[src/hw/rtl/nts_pkg.sv]
`default_nettype none
package nts_pkg;

  typedef enum logic [2:0] {
    ST_INIT  = 3'd0,
    ST_MON   = 3'd1,
    ST_FILL  = 3'd2,
    ST_COND  = 3'd3,
    ST_REL   = 3'd4,
    ST_FAULT = 3'd5
  } seq_state_e;

  localparam logic [3:0] FC_NONE     = 4'd0;
  localparam logic [3:0] FC_INIT     = 4'd1;
  localparam logic [3:0] FC_US_MON   = 4'd2;
  localparam logic [3:0] FC_REAGENT  = 4'd3;
  localparam logic [3:0] FC_US_FILL  = 4'd4;
  localparam logic [3:0] FC_FILL_TMO = 4'd5;
  localparam logic [3:0] FC_PH       = 4'd6;
  localparam logic [3:0] FC_TDS      = 4'd7;
  localparam logic [3:0] FC_UP_EMPTY = 4'd8;
  localparam logic [3:0] FC_DN_EMPTY = 4'd9;
  localparam logic [3:0] FC_NU_EMPTY = 4'd10;
  localparam logic [3:0] FC_COND_TMO = 4'd11;
  localparam logic [3:0] FC_FLOW     = 4'd12;
  localparam logic [3:0] FC_REL_TMO  = 4'd13;

  localparam logic [1:0] PK_NONE = 2'd0;
  localparam logic [1:0] PK_UP   = 2'd1;
  localparam logic [1:0] PK_DN   = 2'd2;
  localparam logic [1:0] PK_NU   = 2'd3;

  localparam int H_FULL = 0;
  localparam int H_EMPTY = 1;
  localparam int H_FLOW = 2;
  localparam int H_US_MON = 3;
  localparam int H_US_FILL = 4;
  localparam int H_PH = 5;
  localparam int H_TDS = 6;
  localparam int NHOLD = 7;

  localparam logic [2:0] REG_PERSIST = 3'd0;
  localparam logic [2:0] REG_FILL    = 3'd1;
  localparam logic [2:0] REG_COND    = 3'd2;
  localparam logic [2:0] REG_REL     = 3'd3;
  localparam logic [2:0] REG_PULSE   = 3'd4;
  localparam logic [2:0] REG_GAP     = 3'd5;
  localparam logic [2:0] REG_FULL    = 3'd6;
  localparam logic [2:0] REG_LOW     = 3'd7;

  typedef struct packed {
    logic [15:0] persist_ms;
    logic [21:0] fill_limit_ms;
    logic [21:0] condition_limit_ms;
    logic [21:0] release_limit_ms;
    logic [15:0] dose_pulse_ms;
    logic [15:0] dose_gap_ms;
    logic [11:0] level_full_dtcm;
    logic [11:0] level_low_dtcm;
  } cfg_t;

  typedef struct packed {
    logic [31:0]        now_ms;
    logic [11:0]        distance_dtcm;
    logic [10:0]        ph_centi;
    logic [15:0]        tds_dppm;
    logic signed [11:0] temp_dc;
    logic [23:0]        light_clux;
    logic [13:0]        flow_clpm;
    logic [5:0]         valid_bits;
    logic [3:0]         reagent_bits;
    logic               clear_fault;
    logic [4:0]         clock_hour;
    logic [15:0]        plant_age_days;
  } in_item_t;

  typedef struct packed {
    logic [2:0]  mode;
    logic [3:0]  fault_code;
    logic [6:0]  actuator_bits;
    logic        temp_alarm;
    logic        fault_alarm;
    logic [2:0]  grow_week;
    logic [12:0] tds_target_dppm;
    logic [15:0] grow_day;
  } out_item_t;

endpackage
`default_nettype wire

[src/hw/rtl/nts_stream_if.sv]
`default_nettype none
interface nts_stream_if #(parameter type T = logic) ();
  logic valid;
  logic ready;
  T     data;
  modport source (output valid, output data, input ready);
  modport sink (input valid, input data, output ready);
endinterface
`default_nettype wire

[src/hw/rtl/nts_cfg_regs.sv]
`default_nettype none
module nts_cfg_regs import nts_pkg::*; (
  input  wire logic        clk_i,
  input  wire logic        rst_ni,
  input  wire logic        psel,
  input  wire logic        penable,
  input  wire logic        pwrite,
  input  wire logic [4:0]  paddr,
  input  wire logic [31:0] pwdata,
  output logic [31:0]      prdata,
  output logic             pready,
  output cfg_t             cfg_o
);
  cfg_t cfg_q;
  logic [2:0] idx;
  logic wr;

  assign idx = paddr[4:2];
  assign wr = psel & penable & pwrite;
  assign pready = 1'b1;
  assign cfg_o = cfg_q;

  always_ff @(posedge clk_i or negedge rst_ni) begin
    if (!rst_ni) begin
      cfg_q.persist_ms <= 16'd3000;
      cfg_q.fill_limit_ms <= 22'd300000;
      cfg_q.condition_limit_ms <= 22'd600000;
      cfg_q.release_limit_ms <= 22'd300000;
      cfg_q.dose_pulse_ms <= 16'd2000;
      cfg_q.dose_gap_ms <= 16'd10000;
      cfg_q.level_full_dtcm <= 12'd300;
      cfg_q.level_low_dtcm <= 12'd800;
    end else if (wr && paddr[1:0] == 2'b00) begin
      case (idx)
        REG_PERSIST: cfg_q.persist_ms <= pwdata[15:0];
        REG_FILL:    cfg_q.fill_limit_ms <= pwdata[21:0];
        REG_COND:    cfg_q.condition_limit_ms <= pwdata[21:0];
        REG_REL:     cfg_q.release_limit_ms <= pwdata[21:0];
        REG_PULSE:   cfg_q.dose_pulse_ms <= pwdata[15:0];
        REG_GAP:     cfg_q.dose_gap_ms <= pwdata[15:0];
        REG_FULL:    cfg_q.level_full_dtcm <= pwdata[11:0];
        REG_LOW:     cfg_q.level_low_dtcm <= pwdata[11:0];
        default:     cfg_q <= cfg_q;
      endcase
    end
  end

  always_comb begin
    case (idx)
      REG_PERSIST: prdata = {16'd0, cfg_q.persist_ms};
      REG_FILL:    prdata = {10'd0, cfg_q.fill_limit_ms};
      REG_COND:    prdata = {10'd0, cfg_q.condition_limit_ms};
      REG_REL:     prdata = {10'd0, cfg_q.release_limit_ms};
      REG_PULSE:   prdata = {16'd0, cfg_q.dose_pulse_ms};
      REG_GAP:     prdata = {16'd0, cfg_q.dose_gap_ms};
      REG_FULL:    prdata = {20'd0, cfg_q.level_full_dtcm};
      REG_LOW:     prdata = {20'd0, cfg_q.level_low_dtcm};
      default:     prdata = 32'd0;
    endcase
  end
endmodule
`default_nettype wire

[src/hw/rtl/nts_core.sv]
`default_nettype none
module nts_core import nts_pkg::*; (
  input  wire logic      clk_i,
  input  wire logic      rst_ni,
  input  wire logic      step_i,
  input  in_item_t       item_i,
  input  cfg_t           cfg_i,
  output out_item_t      res_o
);
  seq_state_e  st_q, st_d;
  logic [31:0] ent_q, ent_d;
  logic [3:0]  flt_q, flt_d;
  logic [2:0]  dem_q, dem_d;
  logic        buzz_q, buzz_d, light_q, light_d;
  logic [NHOLD-1:0] ha_q, ha_d;
  logic [31:0] hs_q [NHOLD];
  logic [31:0] hs_d [NHOLD];
  logic [1:0]  pk_q, pk_d;
  logic [31:0] pe_q, pe_d, lp_q, lp_d;
  logic        dosed_q, dosed_d, armed_q;

  logic [31:0] now, ent_eff, elapsed, persist;
  logic dv, pv, tv, tempv, lv, fv, r_up, r_dn, r_a, r_b;
  logic [15:0] day;
  logic [2:0] week;
  logic [12:0] target;
  logic [16:0] tgt_hi;
  logic [NHOLD-1:0] cond, hres;
  logic up, dn, nu, water, pulse_live;
  logic [6:0] act;
  seq_state_e nxt;
  logic [3:0] code;
  logic do_pulse;
  logic [1:0] pkind;

  assign now = item_i.now_ms;
  assign {fv, lv, tempv, tv, pv, dv} = item_i.valid_bits;
  assign {r_b, r_a, r_dn, r_up} = item_i.reagent_bits;
  assign persist = {16'd0, cfg_i.persist_ms};
  assign ent_eff = armed_q ? ent_q : now;
  assign elapsed = now - ent_eff;

  always_comb begin
    day = (item_i.plant_age_days == 16'd0) ? 16'd1 : item_i.plant_age_days;
    if (day <= 16'd7) begin week = 3'd1; target = 13'd5000; end
    else if (day <= 16'd14) begin week = 3'd2; target = 13'd6000; end
    else if (day <= 16'd21) begin week = 3'd3; target = 13'd7000; end
    else if (day <= 16'd35) begin week = 3'd4; target = 13'd8000; end
    else begin week = 3'd5; target = 13'd8000; end
    tgt_hi = {4'd0, target} + 17'd50;
  end

  always_comb begin
    cond = '0;
    cond[H_FULL] = dv && item_i.distance_dtcm <= cfg_i.level_full_dtcm;
    cond[H_EMPTY] = dv && item_i.distance_dtcm >= cfg_i.level_low_dtcm;
    cond[H_FLOW] = !fv || item_i.flow_clpm == 14'd0;
    cond[H_US_MON] = !dv;
    cond[H_US_FILL] = !dv;
    cond[H_PH] = !pv;
    cond[H_TDS] = !tv;
  end

  always_comb begin
    ha_d = ha_q;
    for (int k = 0; k < NHOLD; k++) begin
      hs_d[k] = hs_q[k];
      hres[k] = 1'b0;
    end
    buzz_d = buzz_q;
    if (!tempv) buzz_d = 1'b0;
    else if (item_i.temp_dc < 12'sd245 || item_i.temp_dc > 12'sd285) buzz_d = 1'b1;
    else if (item_i.temp_dc <= 12'sd255 || item_i.temp_dc >= 12'sd275) buzz_d = buzz_q;
    else buzz_d = 1'b0;

    nxt = st_q; code = FC_NONE;
    dem_d = dem_q; do_pulse = 1'b0; pkind = PK_NONE;
    up = dem_q[0]; dn = dem_q[1]; nu = dem_q[2];
    case (st_q)
      ST_INIT, ST_FAULT: begin
      end
      ST_MON: begin
        for (int k = H_US_MON; k <= H_US_MON; k++) begin
          if (!cond[k]) ha_d[k] = 1'b0;
          else begin
            if (!ha_q[k]) begin ha_d[k] = 1'b1; hs_d[k] = now; end
            hres[k] = (now - hs_d[k]) >= persist;
          end
        end
      end
      ST_FILL: begin
        for (int k = H_FULL; k <= H_US_FILL; k += H_US_FILL) begin
          if (!cond[k]) ha_d[k] = 1'b0;
          else begin
            if (!ha_q[k]) begin ha_d[k] = 1'b1; hs_d[k] = now; end
            hres[k] = (now - hs_d[k]) >= persist;
          end
        end
      end
      ST_COND: begin
        for (int k = H_PH; k <= H_TDS; k++) begin
          if (!cond[k]) ha_d[k] = 1'b0;
          else begin
            if (!ha_q[k]) begin ha_d[k] = 1'b1; hs_d[k] = now; end
            hres[k] = (now - hs_d[k]) >= persist;
          end
        end
      end
      ST_REL: begin
        for (int k = H_EMPTY; k <= H_FLOW; k++) begin
          if (!cond[k]) ha_d[k] = 1'b0;
          else begin
            if (!ha_q[k]) begin ha_d[k] = 1'b1; hs_d[k] = now; end
            hres[k] = (now - hs_d[k]) >= persist;
          end
        end
      end
      default: begin
      end
    endcase

    case (st_q)
      ST_INIT: begin
        if (dv && pv && tv) nxt = ST_MON;
        else if (elapsed >= persist) begin nxt = ST_FAULT; code = FC_INIT; end
      end
      ST_MON: begin
        if (hres[H_US_MON]) begin nxt = ST_FAULT; code = FC_US_MON; end
        else if (!(r_up && r_dn && r_a && r_b)) begin nxt = ST_FAULT; code = FC_REAGENT; end
        else if (dv && item_i.distance_dtcm >= cfg_i.level_low_dtcm) nxt = ST_FILL;
      end
      ST_FILL: begin
        if (hres[H_US_FILL]) begin nxt = ST_FAULT; code = FC_US_FILL; end
        else if (hres[H_FULL]) begin
          ha_d[H_FULL] = 1'b0; hs_d[H_FULL] = '0; nxt = ST_COND;
        end else if (elapsed > {10'd0, cfg_i.fill_limit_ms}) begin
          nxt = ST_FAULT; code = FC_FILL_TMO;
        end
      end
      ST_COND: begin
        if (hres[H_PH] || hres[H_TDS]) begin
          nxt = ST_FAULT; code = hres[H_PH] ? FC_PH : FC_TDS;
        end else if (pv && tv) begin
          if (item_i.ph_centi < 11'd600) up = 1'b1;
          else if (item_i.ph_centi > 11'd620) up = 1'b0;
          if (item_i.ph_centi > 11'd700) dn = 1'b1;
          else if (item_i.ph_centi < 11'd680) dn = 1'b0;
          if (up && dn) begin up = 1'b0; dn = 1'b0; end
          if (item_i.tds_dppm < {3'd0, target}) nu = 1'b1;
          else if ({1'b0, item_i.tds_dppm} > tgt_hi) nu = 1'b0;
          dem_d = {nu, dn, up};
          if (up && !r_up) begin nxt = ST_FAULT; code = FC_UP_EMPTY; end
          else if (dn && !r_dn) begin nxt = ST_FAULT; code = FC_DN_EMPTY; end
          else if (nu && (!r_a || !r_b)) begin nxt = ST_FAULT; code = FC_NU_EMPTY; end
          else if (up) begin do_pulse = 1'b1; pkind = PK_UP; end
          else if (dn) begin do_pulse = 1'b1; pkind = PK_DN; end
          else if (nu) begin do_pulse = 1'b1; pkind = PK_NU; end
          else if (item_i.ph_centi >= 11'd600 && item_i.ph_centi <= 11'd700
                   && item_i.tds_dppm >= {3'd0, target}
                   && {1'b0, item_i.tds_dppm} <= tgt_hi) nxt = ST_REL;
          else if (elapsed > {10'd0, cfg_i.condition_limit_ms}) begin
            nxt = ST_FAULT; code = FC_COND_TMO;
          end
        end
      end
      ST_REL: begin
        if (hres[H_EMPTY]) begin
          ha_d[H_EMPTY] = 1'b0; hs_d[H_EMPTY] = '0;
          ha_d[H_FLOW] = 1'b0; hs_d[H_FLOW] = '0;
          nxt = ST_MON;
        end else if (hres[H_FLOW]) begin nxt = ST_FAULT; code = FC_FLOW; end
        else if (elapsed > {10'd0, cfg_i.release_limit_ms}) begin
          nxt = ST_FAULT; code = FC_REL_TMO;
        end
      end
      ST_FAULT: begin
        if (item_i.clear_fault) nxt = ST_INIT;
      end
      default: nxt = ST_INIT;
    endcase

    st_d = nxt;
    ent_d = ent_eff;
    flt_d = flt_q;
    pk_d = pk_q; pe_d = pe_q; lp_d = lp_q; dosed_d = dosed_q;
    if (nxt != st_q) begin
      ent_d = now;
      if (nxt == ST_FAULT) flt_d = code;
      else if (nxt == ST_INIT) flt_d = FC_NONE;
    end
    if (do_pulse) begin
      if (!(pk_q != PK_NONE && (now - pe_q) >= 32'h8000_0000) &&
          !(dosed_q && (now - lp_q) < {16'd0, cfg_i.dose_gap_ms})) begin
        pk_d = pkind; pe_d = now + {16'd0, cfg_i.dose_pulse_ms};
        lp_d = now; dosed_d = 1'b1;
      end
    end

    water = (st_q == ST_FILL);
    act = '0;
    if (nxt == ST_COND) begin
      pulse_live = pk_d != PK_NONE && (now - pe_d) >= 32'h8000_0000;
      if (!pulse_live) pk_d = PK_NONE;
      else act[pk_d - 2'd1] = 1'b1;
      act[6] = 1'b1;
      if (water) act[3] = 1'b1;
    end else begin
      pulse_live = 1'b0;
      pk_d = PK_NONE; pe_d = '0;
      if (nxt == ST_FILL) act[3] = 1'b1;
      else if (nxt == ST_REL) begin act[4] = 1'b1; act[6] = 1'b1; end
    end

    light_d = light_q;
    if (!lv || item_i.clock_hour > 5'd23 || nxt == ST_INIT || nxt == ST_FAULT
        || item_i.clock_hour < 5'd7 || item_i.clock_hour >= 5'd19) light_d = 1'b0;
    else if (item_i.light_clux < 24'd215278) light_d = 1'b1;
    else if (item_i.light_clux > 24'd265278) light_d = 1'b0;
    if (light_d) act[5] = 1'b1;
  end

  always_ff @(posedge clk_i or negedge rst_ni) begin
    if (!rst_ni) begin
      st_q <= ST_INIT; ent_q <= '0; flt_q <= FC_NONE; dem_q <= '0;
      buzz_q <= 1'b0; light_q <= 1'b0; ha_q <= '0; pk_q <= PK_NONE;
      pe_q <= '0; lp_q <= '0; dosed_q <= 1'b0; armed_q <= 1'b0;
      for (int k = 0; k < NHOLD; k++) hs_q[k] <= '0;
    end else if (step_i) begin
      st_q <= st_d; ent_q <= ent_d; flt_q <= flt_d; dem_q <= dem_d;
      buzz_q <= buzz_d; light_q <= light_d; ha_q <= ha_d; pk_q <= pk_d;
      pe_q <= pe_d; lp_q <= lp_d; dosed_q <= dosed_d; armed_q <= 1'b1;
      for (int k = 0; k < NHOLD; k++) hs_q[k] <= hs_d[k];
    end
  end

  always_comb begin
    res_o.mode = nxt;
    res_o.fault_code = flt_d;
    res_o.actuator_bits = act;
    res_o.temp_alarm = buzz_d;
    res_o.fault_alarm = (nxt == ST_FAULT);
    res_o.grow_week = week;
    res_o.tds_target_dppm = target;
    res_o.grow_day = day;
  end
endmodule
`default_nettype wire

[src/hw/rtl/nutrient_tank_sequencer.sv]
// channel  dir  payload     transfer
// in_if    in   in_item_t   valid & ready
// out_if   out  out_item_t  valid & ready
// cfg      in   apb         psel & penable & pwrite
// one item per cycle while the output is not stalled: input register, one combinational step, result register
// result valid once the item has passed the input register and been stepped into the result register
// rst_ni clears state and loads register defaults
// input ready while the input register is free or moves forward this cycle
`default_nettype none
module nutrient_tank_sequencer import nts_pkg::*; (
  input  wire logic        clk_i,
  input  wire logic        rst_ni,
  nts_stream_if.sink       in_if,
  nts_stream_if.source     out_if,
  input  wire logic        psel,
  input  wire logic        penable,
  input  wire logic        pwrite,
  input  wire logic [4:0]  paddr,
  input  wire logic [31:0] pwdata,
  output logic [31:0]      prdata,
  output logic             pready
);
  cfg_t cfg;
  in_item_t in_q;
  logic in_v_q, out_v_q, step;
  out_item_t res, out_q;

  nts_cfg_regs u_cfg (
    .clk_i, .rst_ni, .psel, .penable, .pwrite, .paddr, .pwdata, .prdata, .pready,
    .cfg_o(cfg)
  );

  assign step = in_v_q && (!out_v_q || out_if.ready);
  assign in_if.ready = !in_v_q || step;

  nts_core u_core (
    .clk_i, .rst_ni, .step_i(step), .item_i(in_q), .cfg_i(cfg), .res_o(res)
  );

  always_ff @(posedge clk_i or negedge rst_ni) begin
    if (!rst_ni) begin
      in_v_q <= 1'b0; out_v_q <= 1'b0;
    end else begin
      if (in_if.ready) in_v_q <= in_if.valid;
      if (step) out_v_q <= 1'b1;
      else if (out_if.ready) out_v_q <= 1'b0;
    end
  end

  always_ff @(posedge clk_i) begin
    if (in_if.ready && in_if.valid) in_q <= in_if.data;
    if (step) out_q <= res;
  end

  assign out_if.valid = out_v_q;
  assign out_if.data = out_q;
endmodule
`default_nettype wire

[src/flat_wrapper.sv]
// flat-port wrapper written by rule: the top's interface ports become plain ports
module nutrient_tank_sequencer_flat import nts_pkg::*;
  (clk_i, rst_ni, psel, penable, pwrite, paddr, pwdata, prdata, pready, in_if_valid, in_if_data, in_if_ready, out_if_valid, out_if_data, out_if_ready);
  nts_stream_if #(.T(in_item_t)) in_if_i ();
  nts_stream_if #(.T(out_item_t)) out_if_i ();
  input  wire logic clk_i;
  input  wire logic rst_ni;
  input  wire logic psel;
  input  wire logic penable;
  input  wire logic pwrite;
  input  wire logic [4:0] paddr;
  input  wire logic [31:0] pwdata;
  output logic [31:0] prdata;
  output logic pready;
  input wire logic [$bits(in_if_i.valid)-1:0] in_if_valid;
  input wire logic [$bits(in_if_i.data)-1:0] in_if_data;
  output wire logic [$bits(in_if_i.ready)-1:0] in_if_ready;
  output wire logic [$bits(out_if_i.valid)-1:0] out_if_valid;
  output wire logic [$bits(out_if_i.data)-1:0] out_if_data;
  input wire logic [$bits(out_if_i.ready)-1:0] out_if_ready;
  assign in_if_i.valid = in_if_valid;
  assign in_if_i.data = in_if_data;
  assign in_if_ready = in_if_i.ready;
  assign out_if_valid = out_if_i.valid;
  assign out_if_data = out_if_i.data;
  assign out_if_i.ready = out_if_ready;
  nutrient_tank_sequencer u_core (.clk_i(clk_i), .rst_ni(rst_ni), .in_if(in_if_i), .out_if(out_if_i), .psel(psel), .penable(penable), .pwrite(pwrite), .paddr(paddr), .pwdata(pwdata), .prdata(prdata), .pready(pready));
endmodule
[config.mk]
export PLATFORM = sky130hd
export DESIGN_NAME = nutrient_tank_sequencer_flat
export DESIGN_NICKNAME = d
export VERILOG_FILES = /design/src/hw/rtl/nts_pkg.sv /design/src/hw/rtl/nts_stream_if.sv /design/src/hw/rtl/nts_cfg_regs.sv /design/src/hw/rtl/nts_core.sv /design/src/hw/rtl/nutrient_tank_sequencer.sv /design/src/flat_wrapper.sv
export SDC_FILE = /design/constraint.sdc
export NUM_CORES = 2
export LEC_CHECK = 0
export ABC_AREA = 1
export BUFFER_PORTS_ARGS = -buffer_cell sky130_fd_sc_hd__buf_2
export CAP_MARGIN = 10
export CORE_MARGIN = 2
export CORE_UTILIZATION = 50
export DETAILED_ROUTE_END_ITERATION = 7
export GPL_ROUTABILITY_DRIVEN = 0
export GPL_TIMING_DRIVEN = 0
export HOLD_SLACK_MARGIN = 0.08
export PLACE_DENSITY = 0.7
export SLEW_MARGIN = 20
export SYNTH_ARGS = -nofsm -noshare
export SYNTH_HDL_FRONTEND = slang
export SYNTH_SLANG_ARGS = --single-unit
[constraint.sdc]
create_clock -name clk_i -period 7.4 [get_ports clk_i]
set_input_delay 1.48 -clock clk_i [delete_from_list [all_inputs] [get_ports clk_i]]
set_output_delay 1.48 -clock clk_i [all_outputs]
set_load 0.02 [all_outputs]
* After elaboration in Yosys (flattened, before gate mapping)
Cells that the tools add are included.
** Word-level totals
- Output and inout port bits :: 83
- Register bits after elaboration :: 684
- Input bits :: 197
- Logic and storage cells :: 386
** Operators by class
- Muxes and demuxes :: 179
- Eq/ne operators :: 17
- $add $sub $neg :: 14
- Order comparisons :: 41
- Reduce and logical (&&, ||, !) cells :: 73
- Bitwise logic cells :: 6
** Operators with widths (count)
- 32-bit two-way mux :: 33
- 32-bit subtractor :: 11
- 32-bit by 16-bit greater-or-equal comparator with 1-bit output :: 8
- 32-bit case mux with 8 select lines :: 1
- 64-bit two-way mux :: 3
- 32-bit by 22-bit greater-than comparator with 1-bit output :: 3
- 4-bit two-way mux :: 19
- 1-bit two-way mux :: 70
- 3-bit two-way mux :: 23
- 32-bit greater-or-equal comparator (second input constant) :: 2
- 2-bit two-way mux :: 23
- 32-bit by 16-bit adder with 32-bit output :: 1
- 32-bit by 16-bit less-than comparator with 1-bit output :: 1
- 13-bit two-way mux :: 2
- 3-bit equality test (second input constant) :: 8
- 24-bit by 19-bit greater-than comparator with 1-bit output (second input constant) :: 1
- 24-bit by 18-bit less-than comparator with 1-bit output (second input constant) :: 1
- 2-bit AND reduction :: 12
- 1-bit logical AND :: 23
- 11-bit by 10-bit greater-than comparator with 1-bit output (second input constant) :: 2
- 11-bit by 10-bit less-than comparator with 1-bit output (second input constant) :: 2
- 4-bit case mux with 5 select lines :: 1
- 3-bit by 2-bit equality test with 1-bit output (second input constant) :: 6
- 3-bit case mux with 6 select lines :: 1
- 40 further kinds :: 73

* Longest topological paths before layout
- Depth in word-level cells :: 33
- Depth in mapped cells :: 49
- Depth with buffers taken out :: 47

* Modules after synthesis
Synthesis repeated with hierarchy kept, for this count alone.
** Second synthesis, totals
- Cells, all modules :: 9000
- Area total of the unflattened synthesis :: 60018.8 um^2
** Modules (own cells, without submodules)
- nts_core :: cells an instance 7870, area an instance 47092.7 um^2, instances 1
- nts_cfg_regs :: cells an instance 917, area an instance 6795.3 um^2, instances 1
- nutrient_tank_sequencer :: cells an instance 213, area an instance 6130.9 um^2, instances 1

* Worst setup path after synthesis
No wires, ideal clock.
- Kind :: flip-flop to flip-flop
- Start :: register u_core.in_q[122] (netlist name)
- End :: register u_core.out_q, in the netlist u_core.out_if.data[34], data pin
- Path slack :: 1.445 ns
- Stages on the path, launching flop included :: 44
- Arrival time :: 5.815 ns
- Clock period less this slack :: 5.955 ns
- Data required time :: 7.261 ns
- Path through :: edfxtp_1 > ha_1 > nand3_1 > nand2_1 > a21oi_1 > o21ai_0 > a31oi_1 > o21ai_0 > xor2_1 > ha_1 > inv_1 > nor3_1 > a211oi_1 > a21oi_1 > nand2_1 > nand2_1 > inv_1 > nand2_1 > (+8 left out) > nand2_1 > nor2_1 > a211oi_1 > nor2_1 > o21ai_0 > nand2_1 > a21oi_1 > o21ai_0 > a21oi_1 > o21ai_0 > and3_1 > nor2_1 > inv_1 > nand2_1 > nand2_1 > nor2_1 > nand2_1 > nor2_1
** Between the ends
- Longest elaborated chain between the ends :: 17
- Elaborated cells between the ends (all ways) :: 104
- Classes of those cells :: add/sub (13); order compare (16); eq/ne (1); mux (64); reduce/logical (10)
** RTL lines
- start: declaration :: RTL line nutrient_tank_sequencer.sv:24 : in_item_t in_q;
- start signal: assignment :: RTL line nutrient_tank_sequencer.sv:51 : if (in_if.ready && in_if.valid) in_q <= in_if.data;
- parallel branches: the longest is 17 deep, another holds 32-bit subtractor
- end signal: assignment :: RTL line nutrient_tank_sequencer.sv:52 : if (step) out_q <= res;
- end: declaration :: RTL line nutrient_tank_sequencer.sv:26 : out_item_t res, out_q;
Parallel ways; which one is timed is not known. The select of a mux whose other input is x is not followed.
A chain may end at the register's enable or synchronous reset.

* Worst setup path after layout
- Start :: register u_core.in_q[132] (netlist name)
- End :: register u_core.u_core.pe_q[27]
** Between the ends
- Longest elaborated chain between the ends :: 16
- Elaborated cells between the ends (all ways) :: 90
- Classes of those cells :: add/sub (11); order compare (13); eq/ne (1); mux (59); reduce/logical (6)
** RTL lines
- 32-bit two-way mux :: RTL line nts_core.sv:40 : assign ent_eff = armed_q ? ent_q : now;
- 32-bit subtractor :: RTL line nts_core.sv:41 : assign elapsed = now - ent_eff;
- 32-bit by 22-bit greater-than comparator with 1-bit output :: RTL line nts_core.sv:161 : else if (elapsed > {10'd0, cfg_i.condition_limit_ms}) begin
- 3-bit two-way mux :: RTL line nts_core.sv:161
- 3-bit two-way mux :: RTL line nts_core.sv:158 : else if (item_i.ph_centi >= 11'd600 && item_i.ph_centi <= 11'd700
- 3-bit two-way mux :: RTL line nts_core.sv:157 : else if (nu) begin do_pulse = 1'b1; pkind = PK_NU; end
- 3-bit two-way mux :: RTL line nts_core.sv:156 : else if (dn) begin do_pulse = 1'b1; pkind = PK_DN; end
- 3-bit two-way mux :: RTL line nts_core.sv:155 : else if (up) begin do_pulse = 1'b1; pkind = PK_UP; end
- 3-bit two-way mux :: RTL line nts_core.sv:154 : else if (nu && (!r_a || !r_b)) begin nxt = ST_FAULT; code = FC_NU_EMPTY; end
- 3-bit two-way mux :: RTL line nts_core.sv:153 : else if (dn && !r_dn) begin nxt = ST_FAULT; code = FC_DN_EMPTY; end
- 3-bit two-way mux :: RTL line nts_core.sv:152 : if (up && !r_up) begin nxt = ST_FAULT; code = FC_UP_EMPTY; end
- 3-bit two-way mux :: RTL line nts_core.sv:143 : end else if (pv && tv) begin
- 3-bit two-way mux :: RTL line nts_core.sv:141 : if (hres[H_PH] || hres[H_TDS]) begin
- 3-bit case mux with 6 select lines :: RTL line nts_core.sv:122 : case (st_q)
- 3-bit by 2-bit equality test with 1-bit output :: RTL line nts_core.sv:201 : if (nxt == ST_COND) begin
- 32-bit two-way mux (*) :: RTL line nts_core.sv:201
- end signal: assignment :: RTL line nts_core.sv:226 : pe_q <= '0; lp_q <= '0; dosed_q <= 1'b0; armed_q <= 1'b0;
- end signal: assignment :: RTL line nts_core.sv:231 : pe_q <= pe_d; lp_q <= lp_d; dosed_q <= dosed_d; armed_q <= 1'b1;
- end: declaration :: RTL line nts_core.sv:19 : logic [31:0] pe_q, pe_d, lp_q, lp_d;
Every way passes the cells marked *; elsewhere a longest branch is shown, timed or not. The select of a mux whose other input is x is not followed.

==> impl_metrics.json <==
{
  "status": "complete, no violations",
  "worstSkewPairLatency_ns": 0.73,
  "setup_ws_ns": 0.248,
  "grt_max_degree": 99,
  "ios": 280,
  "report.final.slew_viol_count": 0,
  "critPathMaxStageDelay_ns": 0.84,
  "worst-setup-path-type": "reg2reg",
  "skew_ns": 0.0500,
  "regArea_sq_mm": 0.0180,
  "die_w_um": 347,
  "grt_pass1_vias": 56500,
  "leakagePower_nw": 32.9,
  "core_sq_mm": 0.116,
  "slew_headroom_pct": 14.4,
  "yosys.area_share.simple_pct": 28.7,
  "cts_sinks": 678,
  "synth_seq_cells": 678,
  "cp_slowest_cell": "edfxtp_1",
  "die_area_sq_mm": 0.120,
  "power.internal_w": 0.0113,
  "comb_power_share_pct": 58.5,
  "drtPass1Iterations": 8,
  "drive_above_1_share_pct": 6.61,
  "vias": 61300,
  "postRouteAntennaNets": 0,
  "met3_length_mm": 24.7,
  "p_per_area_mw_per_mm2": 330,
  "muxShareOfSynthArea_pct": 0,
  "switchingPower_w": 0.0105,
  "worst-path-max-fanout": 10,
  "syn_inst": 8777,
  "htree_num_levels": 3,
  "synthAdderAreaFrac_pct": 13.2,
  "clk_pin_slew_ns": 0.06,
  "seqPwrFrac_pct": 22.0,
  "synth_top_family_by_area": "simple AND/OR/NAND/NOR gates",
  "yosysTopAreaCellShare_pct": 18.7,
  "dpl-instance-area_sq_mm": 0.0632,
  "p_clk_share_pct": 19.5,
  "area_growth_pct": 12.8,
  "io_buffers": 252,
  "dp_hpwl_mm": 163,
  "p_sw_share_pct": 48.2,
  "period_share_pct": 96.6,
  "wl_per_cell_um": 19.6,
  "setup_viol_count_final": 0,
  "synth_compound_area_share_pct": 14.4,
  "ys_top_cells_by_area": "nand2_1 (19%), dfrtp_1 (18%), ha_1 (13%)",
  "endpoint_kind": "flip-flop",
  "multi_input_area_sq_mm": 0.0348,
  "synth_top_cell_by_area": "nand2_1",
  "vias_per_cell": 5.67,
  "ys_async_sr_fraction_pct": 71.2,
  "hp-class": "reg2reg",
  "critPathArrivalTime_ns": 7.78,
  "ys_seq_area_share_pct": 30.7,
  "synth.most_common_cell": "nand2_1",
  "critPathTopFamily": "simple AND/OR/NAND/NOR gates",
  "met2_length_mm": 88.2,
  "synthFlopType": "dfrtp_1",
  "num_rows": 125,
  "peakVddDrop_v": 0.000259,
  "cap_violations": 0,
  "tightest_slew_ns": 1.28,
  "numCtsBuffers": 82,
  "hold_viol": 0,
  "top_layer": "met5",
  "synth_edf_count": 195,
  "die_y_um": 347,
  "cts_buffer_depth": 3,
  "syn_area_per_cell_sq_um": 6.69,
  "grt_pass1_wl_mm": 320,
  "start_kind": "flip-flop",
  "hold_start": "u_core.u_core.hs_q[61]$_DFFE_PN0P_",
  "required_ns": 8.03,
  "final_util_pct": 57.0,
  "synthTopCellsByCount": "nand2_1 (2919), inv_1 (1333), o21ai_0 (835), ha_1 (605), nor2_1 (510)",
  "hold_buffers": 0,
  "root_buffer": "clkbuf_16",
  "fmax_mhz": 140,
  "fillCellCount": 11200,
  "pre_cts_slack_ns": -0.272,
  "drt_wl_total_mm": 212,
  "synth-xor-area-share_pct": 2.73,
  "drt_iter0_drc": 6491,
  "cp-startpoint": "u_core.in_q[132]$_DFFE_PP_",
  "hold_slack_ns": 0.479,
  "r2r-start": "u_core.in_q[132]$_DFFE_PP_",
  "worst-path-buf-inv": 5,
  "syn_area_sq_mm": 0.0587,
  "cp_common_cell": "nand2_1",
  "yosys_warnings": 0,
  "start_util_pct": 50.5,
  "cts_tree": "done",
  "layout.nets": 10000,
  "synth.distinct_cells": 64,
  "drt-met1-wl_mm": 84.5,
  "fin_crit_ns": 7.15,
  "drc": 0,
  "grt-ovfl-total": 0,
  "grt.total_usage_pct": 34.3,
  "antenna_found_initial": 11,
  "final_area_sq_mm": 0.0663
}
-- registers in the layout (all words and copies together), names as in the netlist --
signal / flops
u_core.u_core.light_q: 1
u_core.u_core.lp_q: 32
u_core.u_core.dem_q: 3
u_core.u_core.st_q: 3
u_core.out_if.valid: 1
u_core.out_if.data: 42
u_core.in_v_q: 1
u_core.u_core.flt_q: 4
u_core.u_core.ha_q: 7
u_core.u_core.hs_q: 224
u_core.u_core.pk_q: 2
u_core.u_core.pe_q: 32
u_core.u_cfg.cfg_o: 138
u_core.u_core.buzz_q: 1
u_core.in_q: 153
u_core.u_core.dosed_q: 1
u_core.u_core.armed_q: 1
u_core.u_core.ent_q: 32
-- metal layers --
metal,vias to the layer above,global-route usage [%]
li1,29400,-
met1,28200,44.7
met2,3083,51.1
met3,624,8.60
met4,8,20.6
met5,-,0
-- cell type report --
class                      instances  share of cell area, %
antenna                            5                 0.0189
buffer                           225                   1.46
clock buffer                     106                   3.36
clock inverter                    46                  0.910
inverter                        1365                   7.77
multi-input combinational       6524                   52.5
sequential                       678                   27.2
tap                             1524                   2.88
timing repair buffer             331                   3.90
-- path summary, 6_finish.rpt --
path	endpoint	slack (ns)	cells after the start
setup / recovery	u_core.u_core.pe_q[27]$_DFFE_PN0P_	0.25	34
hold / removal	u_core.u_core.hs_q[61]$_DFFE_PN0P_	0.48	2
setup reg to reg	u_core.u_core.pe_q[27]$_DFFE_PN0P_	0.25	34
hold reg to reg	u_core.u_core.hs_q[61]$_DFFE_PN0P_	0.48	2
max in group asynchronous	u_core.u_core.hs_q[55]$_DFFE_PN0P_	4.95	4
min in group asynchronous	u_core.u_core.hs_q[155]$_DFFE_PN0P_	0.71	1
-- tightest hold or removal path, stage by stage (launching register included) --
cell and delay, ns:
dfrtp_1 0.34, nand2_1 0.05, o21ai_0 0.06
-- power by group through the flow --
| stage | clock network [W] | logic, W | registers (W) |
|---|---|---|---|
| floorplan | 0 | 0.00909 | 0.00485 |
| global placement | 0 | 0.0118 | 0.00500 |
| detailed placement | 0 | 0.0124 | 0.00485 |
| CTS | 0.00430 | 0.0125 | 0.00480 |
| global route | 0.00444 | 0.0144 | 0.00485 |
| finish | 0.00426 | 0.0128 | 0.00481 |
-- timing repair --
action                                  4_1_cts  5_1_grt
gates resized for setup                       5       37
setup buffers                                 0        9
endpoints found under the setup margin       36       21
cloned                                        0        0
pin swaps                                     0        2
endpoints found under the hold margin         0        0
-- logic make-up after synthesis --
| group | Yosys count |
|---|---|
| AOI/OAI and AO/OA | 1568 |
| other | 2 |
| DFF | 678 |
| buffers and inverters | 1591 |
| xor gates and xnor gates | 181 |
| adders and majority gates | 615 |
| and+or+nand+nor | 4142 |
-- per-stage QoR --
step	instances	total power (W)	TNS (ns)
detailed placement	10600	0.0173	-4.61
global placement	10600	0.0168	-2488.99
floorplan	8793	0.0139	0
global route	10800	0.0237	-0.122
finish	10800	0.0218	0
CTS	10800	0.0216	0
-- cells in the final DEF (no fill, tap or decap), drive strengths merged, types with 26 or more instances in the layout --
| master | n |
|---|---|
| nand2 | 2924 |
| inv | 1345 |
| o21ai | 843 |
| ha | 605 |
| nor2 | 515 |
| dfrtp | 434 |
| a21oi | 427 |
| nand3 | 397 |
| buf | 375 |
| clkbuf | 287 |
| edfxtp | 195 |
| xor2 | 158 |
| o22ai | 151 |
| nand4 | 126 |
| nor3 | 91 |
| dfstp | 49 |
| clkinv | 48 |
| and2 | 26 |
| nor4 | 26 |
(Power assumes the default switching activity.)
